`src/mcdf_pkg.sv`:
```
`timescale 1ns / 1ps
`default_nettype none
// ============================================================================
// mcdf_pkg
// Shared types, codes and defaults of the length-prefixed deframer.
// ============================================================================
package mcdf_pkg;

    localparam int NUM_CONNECTIONS_DEF = 64;
    localparam int HEADER_BYTES_DEF    = 4;
    localparam int HEADER_BYTES_MAX    = 8;

    localparam int MODE_W    = 2;
    localparam int CONN_W    = 6;
    localparam int BYTE_W    = 8;
    localparam int KIND_W    = 2;
    localparam int PHASE_W   = 2;
    localparam int LEN_W     = 24;
    localparam int GATHER_W  = 32;
    localparam int HDR_CNT_W = $clog2(HEADER_BYTES_MAX + 1);

    localparam logic [LEN_W-1:0] MAX_BODY_RESET = 24'd65536;

    localparam logic [MODE_W-1:0] MODE_DATA  = 2'd0;
    localparam logic [MODE_W-1:0] MODE_OPEN  = 2'd1;
    localparam logic [MODE_W-1:0] MODE_CLOSE = 2'd2;

    localparam logic [PHASE_W-1:0] PH_CLOSED  = 2'd0;
    localparam logic [PHASE_W-1:0] PH_HEADER  = 2'd1;
    localparam logic [PHASE_W-1:0] PH_BODY    = 2'd2;
    localparam logic [PHASE_W-1:0] PH_DROPPED = 2'd3;

    localparam logic [KIND_W-1:0] KIND_BYTE     = 2'd0;
    localparam logic [KIND_W-1:0] KIND_EMPTY    = 2'd1;
    localparam logic [KIND_W-1:0] KIND_OVERSIZE = 2'd2;
    localparam logic [KIND_W-1:0] KIND_ABORT    = 2'd3;

    typedef struct packed {
        logic [PHASE_W-1:0]   phase;
        logic [HDR_CNT_W-1:0] header_count;
        logic [GATHER_W-1:0]  length_gather;
        logic [LEN_W-1:0]     body_remaining;
    } conn_state_t;

    typedef struct packed {
        logic              valid;
        logic [KIND_W-1:0] kind;
        logic [BYTE_W-1:0] body_byte;
        logic              last;
    } result_t;

endpackage
`default_nettype wire

```
`src/multi_connection_length_prefix_deframer_unit.sv`:
```
`timescale 1ns / 1ps
`default_nettype none
// ============================================================================
// multi_connection_length_prefix_deframer_unit
// Per-connection deframer for big-endian length-prefixed frames.
// ============================================================================
// The block accepts one beat per cycle unless out_ready stalls a result and
// passes its result, if any, through the update stage and output register.
// Throughput is set by the single read-modify-write of the connection state
// memory: the state is read at acceptance, updated in the update stage and
// written back, with a bypass when consecutive beats hit the same connection.
// After reset a clearing pass zeroes all NUM_CONNECTIONS state entries and
// in_ready stays low until then; configuration writes are taken throughout.
module multi_connection_length_prefix_deframer_unit #(
    parameter int NUM_CONNECTIONS = mcdf_pkg::NUM_CONNECTIONS_DEF,
    parameter int HEADER_BYTES    = mcdf_pkg::HEADER_BYTES_DEF
) (
    input  wire logic                         clk,
    input  wire logic                         rst_n,
    input  wire logic                         cfg_write_en,
    input  wire logic [mcdf_pkg::LEN_W-1:0]   cfg_write_data,
    input  wire logic                         in_valid,
    output logic                              in_ready,
    input  wire logic [mcdf_pkg::MODE_W-1:0]  mode,
    input  wire logic [mcdf_pkg::CONN_W-1:0]  conn_id,
    input  wire logic [mcdf_pkg::BYTE_W-1:0]  data_byte,
    output logic                              out_valid,
    input  wire logic                         out_ready,
    output logic [mcdf_pkg::CONN_W-1:0]       out_conn,
    output logic [mcdf_pkg::KIND_W-1:0]       kind,
    output logic [mcdf_pkg::BYTE_W-1:0]       body_byte,
    output logic                              last
);
    import mcdf_pkg::*;

    localparam int ADDR_W = (NUM_CONNECTIONS > 1) ? $clog2(NUM_CONNECTIONS) : 1;

    logic [LEN_W-1:0]  max_body_reg;

    logic              in_fire;
    logic [ADDR_W-1:0] in_addr;
    logic              in_id_ok;

    logic              s1_valid_reg;
    logic [MODE_W-1:0] s1_mode_reg;
    logic [CONN_W-1:0] s1_conn_reg;
    logic [ADDR_W-1:0] s1_addr_reg;
    logic [BYTE_W-1:0] s1_byte_reg;
    logic              s1_id_ok_reg;
    logic              s1_adv;

    logic              bypass_reg;
    conn_state_t       bypass_data_reg;
    conn_state_t       rd_data;
    conn_state_t       cur_state;
    conn_state_t       next_state;
    result_t           result;
    logic              mem_we;
    logic              clr_busy;
    logic              out_load;

    logic              out_valid_reg;
    logic [CONN_W-1:0] out_conn_reg;
    logic [KIND_W-1:0] out_kind_reg;
    logic [BYTE_W-1:0] out_byte_reg;
    logic              out_last_reg;

    always_ff @(posedge clk or negedge rst_n)
    begin
        if (!rst_n)
        begin
            max_body_reg <= MAX_BODY_RESET;
        end
        else if (cfg_write_en)
        begin
            max_body_reg <= cfg_write_data;
        end
    end

    assign in_id_ok = (32'(conn_id) < NUM_CONNECTIONS);
    assign in_addr  = ADDR_W'(conn_id);

    assign out_load = s1_valid_reg && s1_id_ok_reg && result.valid && s1_adv;
    assign s1_adv   = !(s1_id_ok_reg && result.valid) || !out_valid_reg || out_ready;
    assign in_ready = !clr_busy && (!s1_valid_reg || s1_adv);
    assign in_fire  = in_valid && in_ready;
    assign mem_we   = s1_valid_reg && s1_id_ok_reg && s1_adv;

    mcdf_state_mem #(
        .NUM_CONNECTIONS(NUM_CONNECTIONS),
        .ADDR_W         (ADDR_W)
    ) u_state_mem (
        .clk     (clk),
        .rst_n   (rst_n),
        .rd_en   (in_fire),
        .rd_addr (in_addr),
        .rd_data (rd_data),
        .wr_en   (mem_we),
        .wr_addr (s1_addr_reg),
        .wr_data (next_state),
        .clr_busy(clr_busy)
    );

    assign cur_state = bypass_reg ? bypass_data_reg : rd_data;

    mcdf_update #(
        .HEADER_BYTES(HEADER_BYTES)
    ) u_update (
        .mode           (s1_mode_reg),
        .data_byte      (s1_byte_reg),
        .max_body_length(max_body_reg),
        .cur_state      (cur_state),
        .next_state     (next_state),
        .result         (result)
    );

    always_ff @(posedge clk or negedge rst_n)
    begin
        if (!rst_n)
        begin
            s1_valid_reg <= 1'b0;
            bypass_reg   <= 1'b0;
        end
        else
        begin
            if (in_fire)
            begin
                s1_valid_reg <= 1'b1;
                bypass_reg   <= mem_we && (s1_addr_reg == in_addr);
            end
            else if (s1_adv)
            begin
                s1_valid_reg <= 1'b0;
            end
        end
    end

    always_ff @(posedge clk)
    begin
        if (in_fire)
        begin
            s1_mode_reg     <= mode;
            s1_conn_reg     <= conn_id;
            s1_addr_reg     <= in_addr;
            s1_byte_reg     <= data_byte;
            s1_id_ok_reg    <= in_id_ok;
            bypass_data_reg <= next_state;
        end
    end

    always_ff @(posedge clk or negedge rst_n)
    begin
        if (!rst_n)
        begin
            out_valid_reg <= 1'b0;
        end
        else if (out_load)
        begin
            out_valid_reg <= 1'b1;
        end
        else if (out_ready)
        begin
            out_valid_reg <= 1'b0;
        end
    end

    always_ff @(posedge clk)
    begin
        if (out_load)
        begin
            out_conn_reg <= s1_conn_reg;
            out_kind_reg <= result.kind;
            out_byte_reg <= result.body_byte;
            out_last_reg <= result.last;
        end
    end

    assign out_valid = out_valid_reg;
    assign out_conn  = out_conn_reg;
    assign kind      = out_kind_reg;
    assign body_byte = out_byte_reg;
    assign last      = out_last_reg;

    assert property (@(posedge clk) disable iff (!rst_n)
        clr_busy |-> !in_ready)
    else $error("Beat accepted during the clearing pass.");

    assert property (@(posedge clk) disable iff (!rst_n)
        (in_fire && mem_we && (s1_addr_reg == in_addr)) |=> bypass_reg)
    else $error("Back-to-back beats on one connection missed the bypass.");

    assert property (@(posedge clk) disable iff (!rst_n)
        (s1_valid_reg && !s1_adv) |=> (s1_valid_reg && $stable(s1_conn_reg)))
    else $error("Stalled update stage lost its beat.");

    assert property (@(posedge clk) disable iff (!rst_n)
        (out_valid_reg && out_kind_reg != KIND_BYTE) |-> (out_byte_reg == '0))
    else $error("Non-byte result carries a body byte.");

endmodule
`default_nettype wire

```
`src/mcdf_state_mem.sv`:
```
`timescale 1ns / 1ps
`default_nettype none
// ============================================================================
// mcdf_state_mem
// Per-connection state memory with one write port, one registered read port
// and a clearing pass after reset.
// ============================================================================
module mcdf_state_mem #(
    parameter int NUM_CONNECTIONS = mcdf_pkg::NUM_CONNECTIONS_DEF,
    parameter int ADDR_W          = (NUM_CONNECTIONS > 1) ? $clog2(NUM_CONNECTIONS) : 1
) (
    input  wire logic                 clk,
    input  wire logic                 rst_n,
    input  wire logic                 rd_en,
    input  wire logic [ADDR_W-1:0]    rd_addr,
    output mcdf_pkg::conn_state_t     rd_data,
    input  wire logic                 wr_en,
    input  wire logic [ADDR_W-1:0]    wr_addr,
    input  wire mcdf_pkg::conn_state_t wr_data,
    output logic                      clr_busy
);
    import mcdf_pkg::*;

    localparam logic [ADDR_W-1:0] LAST_ADDR = ADDR_W'(NUM_CONNECTIONS - 1);

    conn_state_t       mem [NUM_CONNECTIONS];
    conn_state_t       rd_data_reg;
    logic              clr_busy_reg;
    logic [ADDR_W-1:0] clr_addr_reg;

    always_ff @(posedge clk or negedge rst_n)
    begin
        if (!rst_n)
        begin
            clr_busy_reg <= 1'b1;
            clr_addr_reg <= '0;
        end
        else if (clr_busy_reg)
        begin
            if (clr_addr_reg == LAST_ADDR)
            begin
                clr_busy_reg <= 1'b0;
            end
            clr_addr_reg <= clr_addr_reg + 1'b1;
        end
    end

    always_ff @(posedge clk)
    begin
        if (clr_busy_reg)
        begin
            mem[clr_addr_reg] <= '0;
        end
        else if (wr_en)
        begin
            mem[wr_addr] <= wr_data;
        end
        if (rd_en)
        begin
            rd_data_reg <= mem[rd_addr];
        end
    end

    assign rd_data  = rd_data_reg;
    assign clr_busy = clr_busy_reg;

endmodule
`default_nettype wire

```
`src/mcdf_update.sv`:
```
`timescale 1ns / 1ps
`default_nettype none
// ============================================================================
// mcdf_update
// Next-state and result logic for one event on one connection.
// ============================================================================
module mcdf_update #(
    parameter int HEADER_BYTES = mcdf_pkg::HEADER_BYTES_DEF
) (
    input  wire logic [mcdf_pkg::MODE_W-1:0] mode,
    input  wire logic [mcdf_pkg::BYTE_W-1:0] data_byte,
    input  wire logic [mcdf_pkg::LEN_W-1:0]  max_body_length,
    input  wire mcdf_pkg::conn_state_t       cur_state,
    output mcdf_pkg::conn_state_t            next_state,
    output mcdf_pkg::result_t                result
);
    import mcdf_pkg::*;

    localparam logic [HDR_CNT_W-1:0] HDR_END = HDR_CNT_W'(HEADER_BYTES);

    logic [GATHER_W-1:0]  gather_next;
    logic [HDR_CNT_W-1:0] count_next;
    logic [LEN_W-1:0]     remain_next;
    logic                 partial;

    always_comb
    begin
        if (cur_state.length_gather[GATHER_W-1:GATHER_W-8] != 8'd0)
        begin
            gather_next = '1;
        end
        else
        begin
            gather_next = {cur_state.length_gather[GATHER_W-9:0], data_byte};
        end
        count_next  = cur_state.header_count + 1'b1;
        remain_next = cur_state.body_remaining - 1'b1;
        partial     = (cur_state.phase == PH_BODY) ||
                      (cur_state.phase == PH_HEADER && cur_state.header_count != '0);

        next_state = cur_state;
        result     = '0;

        unique case (mode)
            MODE_OPEN:
            begin
                next_state       = '0;
                next_state.phase = PH_HEADER;
            end
            MODE_CLOSE:
            begin
                next_state = '0;
                if (partial)
                begin
                    result.valid = 1'b1;
                    result.kind  = KIND_ABORT;
                end
            end
            MODE_DATA:
            begin
                if (cur_state.phase == PH_HEADER)
                begin
                    if (count_next < HDR_END)
                    begin
                        next_state.header_count  = count_next;
                        next_state.length_gather = gather_next;
                    end
                    else
                    begin
                        next_state.header_count  = '0;
                        next_state.length_gather = '0;
                        if (gather_next > {8'd0, max_body_length})
                        begin
                            next_state       = '0;
                            next_state.phase = PH_DROPPED;
                            result.valid     = 1'b1;
                            result.kind      = KIND_OVERSIZE;
                        end
                        else if (gather_next == '0)
                        begin
                            result.valid = 1'b1;
                            result.kind  = KIND_EMPTY;
                            result.last  = 1'b1;
                        end
                        else
                        begin
                            next_state.body_remaining = gather_next[LEN_W-1:0];
                            next_state.phase          = PH_BODY;
                        end
                    end
                end
                else if (cur_state.phase == PH_BODY)
                begin
                    next_state.body_remaining = remain_next;
                    result.valid     = 1'b1;
                    result.kind      = KIND_BYTE;
                    result.body_byte = data_byte;
                    if (remain_next == '0)
                    begin
                        next_state       = '0;
                        next_state.phase = PH_HEADER;
                        result.last      = 1'b1;
                    end
                end
            end
            default:
            begin
                next_state = cur_state;
            end
        endcase
    end

endmodule
`default_nettype wire

```
`config.mk`:
```
export PLATFORM = sky130hd
export DESIGN_NAME = multi_connection_length_prefix_deframer_unit
export DESIGN_NICKNAME = d
export VERILOG_FILES = /design/src/mcdf_pkg.sv /design/src/multi_connection_length_prefix_deframer_unit.sv /design/src/mcdf_state_mem.sv /design/src/mcdf_update.sv
export SDC_FILE = /design/constraint.sdc
export NUM_CORES = 2
export LEC_CHECK = 0
export BUFFER_PORTS_ARGS = -buffer_cell sky130_fd_sc_hd__buf_4
export CORE_MARGIN = 3
export CORE_UTILIZATION = 47
export CTS_CLUSTER_SIZE = 10
export DETAILED_ROUTE_END_ITERATION = 8
export GPL_ROUTABILITY_DRIVEN = 0
export SYNTH_ARGS = -nofsm -noshare
export SYNTH_HDL_FRONTEND = slang
export SYNTH_HIERARCHICAL = 1
export SYNTH_SLANG_ARGS = --single-unit
```
`constraint.sdc`:
```
create_clock -name clk -period 21.3 [get_ports clk]
set_input_delay 1.065 -clock clk [delete_from_list [all_inputs] [get_ports clk]]
set_output_delay 1.065 -clock clk [all_outputs]
set_load 0.1 [all_outputs]
```
==> results by group <==
Placement
  • Hpwl dp: 283,400 um
  • Cell Count Post-Placement: 11,800
  • Buffers on Ports: 63

Route
  • Via density: 6.635
  • Drt pass-1 iters: 6
  • Final WL: approximately 480,000 um
  • Wire per inst: roughly 39 um
  • Remaining antenna violation count: 0
  • DRC Markers: 0
  • Via count: 82,210
  • Initial DRC count: roughly 12,000

Yosys
  • Synth Net Count: 7,425
  • Mapped Avg Cell Area: 21.89 um^2
  • Cell Area, Synth: roughly 160,000 um^2
  • Count of different cell masters after synthesis: 79
  • Post-synth EDFFs: 4,125
  • YS warnings: 6
  • Synthesized flop and latch total: 4,159
  • Primary FF master, synth: edfxtp_1
  • Fraction of registers with async set/reset: 0.8175%
  • Sequential fraction of the synthesis area: 77.51%
  • Post-Synthesis Cells: 7,351

Clock tree
  • Clock tree from TritonCTS: built
  • Maximum root-to-sink buffer count: 4
  • CTS buffer count: 459
  • CTS Sinks: 4,159
  • Post-CTS setup buffers: 0
  • Worst skew pair latency: 1.00 ns
  • Number of buffers inserted by hold repair at cts: 0
  • Root Driver: clkbuf_16
  • Post-CTS Resized: 0
  • H-tree levels: 5
  • Clock transition at path regs: 0.06 ns

Floorplanning
  • Die W: slightly below 600 um
  • Die height: approximately 590 um
  • # rows: 214
  • Initial Util: ~47%
  • Ports: 64
  • Die area: 349,400 um^2
  • Core ar.: 340,300 um^2

Timing
  • Period utilization: 46.26%
  • Setup TNS: 0 ns
  • Worst-Margin Slew: 1.346 ns
  • Max Slew Vio Count: 0
  • RSZ-0062 raised after global routing: no
  • Clk_skew: between 0.1 and 0.15 ns
  • Final Hold Viols: 0
  • Tmin final: just under 10 ns
  • Max transition margin: about a tenth
  • Final setup violation count: 0
  • Maximum clock rate: 101.5 MHz

Critical path
  • Crit-path max cell delay: 0.98 ns
  • CP Depth: 21
  • Crit path cell chain: buf_4 -> mux2_2 -> nor4_1 -> nand2_1 -> or2_2 -> ha_1 -> nand4_1 -> or3_1 -> or3_1 -> a21oi_1 -> and2_1 -> a21o_1 -> nand3_1 -> inv_1 -> o21a_1 -> nor2b_4 -> buf_4 -> mux2i_1 -> nand2_1 -> nor2_4 -> buf_4
  • Worst EP arrival: 10.41 ns
  • Slowest-stage cell, CP: nor2_4
  • Crit path max fanout: 59
  • CP required: 21.86 ns
  • Worst R2R Path Depth: 21
  • Buf/Inv on CP: 4
  • CP most frequent cell: buf_4
  • Crit path kind: flip-flop to flip-flop
  • Delay-heaviest family, CP: simple AND/OR/NAND/NOR gates
  • CP endpoint kind: flip-flop
  • CP Launch Type: flip-flop

Global route
  • Grt total ovfl: 0
  • Vias in the first global route: ~80,000
  • First-pass GRT wire length: about 660,000 um
  • GRT Util Overall: around 27%
  • Largest net degree at the start of global routing: approximately 110
  • Initial antenna violation count: 37

Job
  • MaxCap Viol Count: 0

Pwr
  • Leakage: ~57 nW
  • PwrDens: 95.24 nW/um^2
  • Power, Total: 17.17 mW
  • Worst vdd ir: 69.79 uV

Cells and area
  • Synthesis-to-finish area growth: 12.04%
  • # fillers: 25,770
  • Multi-input logic area: approximately 35,000 um^2
  • Register area: 124,700 um^2
  • Final Net Count: ~7,800
  • Ratio of cells with drive above 1 in the final layout: 26.15%
  • Max FFs per register: 3,968
  • Layout Cells excl Fill: between 10,000 and 15,000

Min path
  • Min-delay worst type: input port to asynchronous set/reset pin

Status
  • Status: finished clean
power breakdown:
group | switching [mW] | total (mW) | internal (mW)
clock | 3.00 | 6.89 | 3.90
sequential | 0.0271 | 9.17 | 9.14
combinational | 0.789 | 1.11 | 0.321
layer usage:
layer / wire, um / vias to the layer above / part of all wire (%) / GRT usage, %
met5: 115 / - / 0.024 / 0
met4: 25320 / 14 / 5.3 / 12.43
met3: 46330 / 906 / 9.7 / 4.641
met1: 183300 / 44340 / 38 / 38.63
met2: 222800 / 5034 / 47 / 41.84
li1: - / 31910 / - / -
layout by cell type, fill, tap and decap left out, types with 24 or more instances in the layout:
cell	netlist	routed
a21oi_1	99	99
and2_2	0	41
o21ai_0	56	56
inv_1	42	41
clkbuf_16	0	465
mux2i_1	184	184
mux2_2	101	101
o2bb2ai_1	24	24
o221ai_1	100	100
nor2_1	149	77
clkbuf_1	195	79
mux4_2	938	938
edfxtp_1	4125	4125
o22ai_1	81	81
nor4_1	25	25
and2_1	82	39
a22oi_1	123	123
nand3_1	98	98
nor3_1	28	28
buf_4	56	327
or2_2	25	25
and3_1	37	37
nand4_1	24	24
a221oi_1	82	78
ha_1	29	29
nand2_1	144	142
dfrtp_1	32	31
nor2_4	0	70
a22o_1	74	74
final timing paths:
kind                                              start                                 to  slack, ns
setup / recovery                 bypass_reg$_DFFE_PN0P_  u_state_mem/mem[16][52]$_DFFE_PP_      11.45
hold / removal                                    rst_n        max_body_reg[7]$_DFFE_PN0P_        0.1
setup reg to reg                 bypass_reg$_DFFE_PN0P_  u_state_mem/mem[16][52]$_DFFE_PP_      11.45
hold reg to reg            max_body_reg[22]$_DFFE_PN0P_       max_body_reg[22]$_DFFE_PN0P_       0.51
max in group asynchronous                         rst_n             bypass_reg$_DFFE_PN0P_      20.67
min in group clk                           data_byte[2]           s1_byte_reg[2]$_DFFE_PP_       0.28
kinds of logic after synthesis:
kind of cell / after synthesis / synth area share (%)
buffers and inverters: 470 / 1.420
flip-flops: 4159 / 77.51
AO/OA/AOI/OAI: 783 / 3.676
multiplexers: 1223 / 14.98
AND/OR/NAND/NOR: 671 / 2.095
XOR/XNOR: 16 / 0.09176
adder cells (fa/ha/maj): 29 / 0.2255
through the flow:
step           hold WS [ns]  util [%]  area (um^2)  worst slack, ns
4_1_cts             0.04621     52.97       180300            11.58
2_1_floorplan        0.4806         -       160900            13.06
5_1_grt             0.09185     52.97       180300            11.01
3_3_place_gp         0.4962     49.32       167900            11.67
6_report            0.09516     52.98       180300            11.45
3_5_place_dp         0.4999     49.32       167900            11.54
cell usage after synthesis, types with 14 or more instances:
| master | count | area share, % |
|---|---|---|
| edfxtp_1 | 4125 | 77 |
| mux4_2 | 938 | 13 |
| clkbuf_1 | 195 | 0.45 |
| mux2i_1 | 184 | 1.1 |
| nor2_1 | 149 | 0.35 |
| nand2_1 | 144 | 0.34 |
| buf_2 | 134 | 0.42 |
| a22oi_1 | 123 | 0.57 |
| mux2_2 | 101 | 0.71 |
| o221ai_1 | 100 | 0.54 |
| a21oi_1 | 99 | 0.31 |
| nand3_1 | 98 | 0.30 |
| a221oi_1 | 82 | 0.45 |
| and2_1 | 82 | 0.32 |
| o22ai_1 | 81 | 0.31 |
| a22o_1 | 74 | 0.40 |
| buf_4 | 56 | 0.26 |
| o21ai_0 | 56 | 0.17 |
| inv_1 | 42 | 0.098 |
| and3_1 | 37 | 0.14 |
| dfrtp_1 | 32 | 0.50 |
| ha_1 | 29 | 0.23 |
| nor3_1 | 28 | 0.087 |
| nor4_1 | 25 | 0.097 |
| or2_2 | 25 | 0.097 |
| nand4_1 | 24 | 0.093 |
| o2bb2ai_1 | 24 | 0.13 |
| buf_1 | 20 | 0.047 |
| o211a_1 | 20 | 0.12 |
| buf_6 | 19 | 0.13 |
| a31oi_1 | 17 | 0.066 |
| a211oi_1 | 14 | 0.065 |
final cells by class:
cell class,instances,share of cell area (%)
antenna,12,0.01666
clock buffer,545,6.626
clock inverter,30,0.2519
inverter,46,0.1027
multi-input combinational,2722,19.17
sequential,4159,69.18
tap,4536,3.148
timing repair buffer,340,1.505
Note: power is estimated with default switching activity, not from simulation.
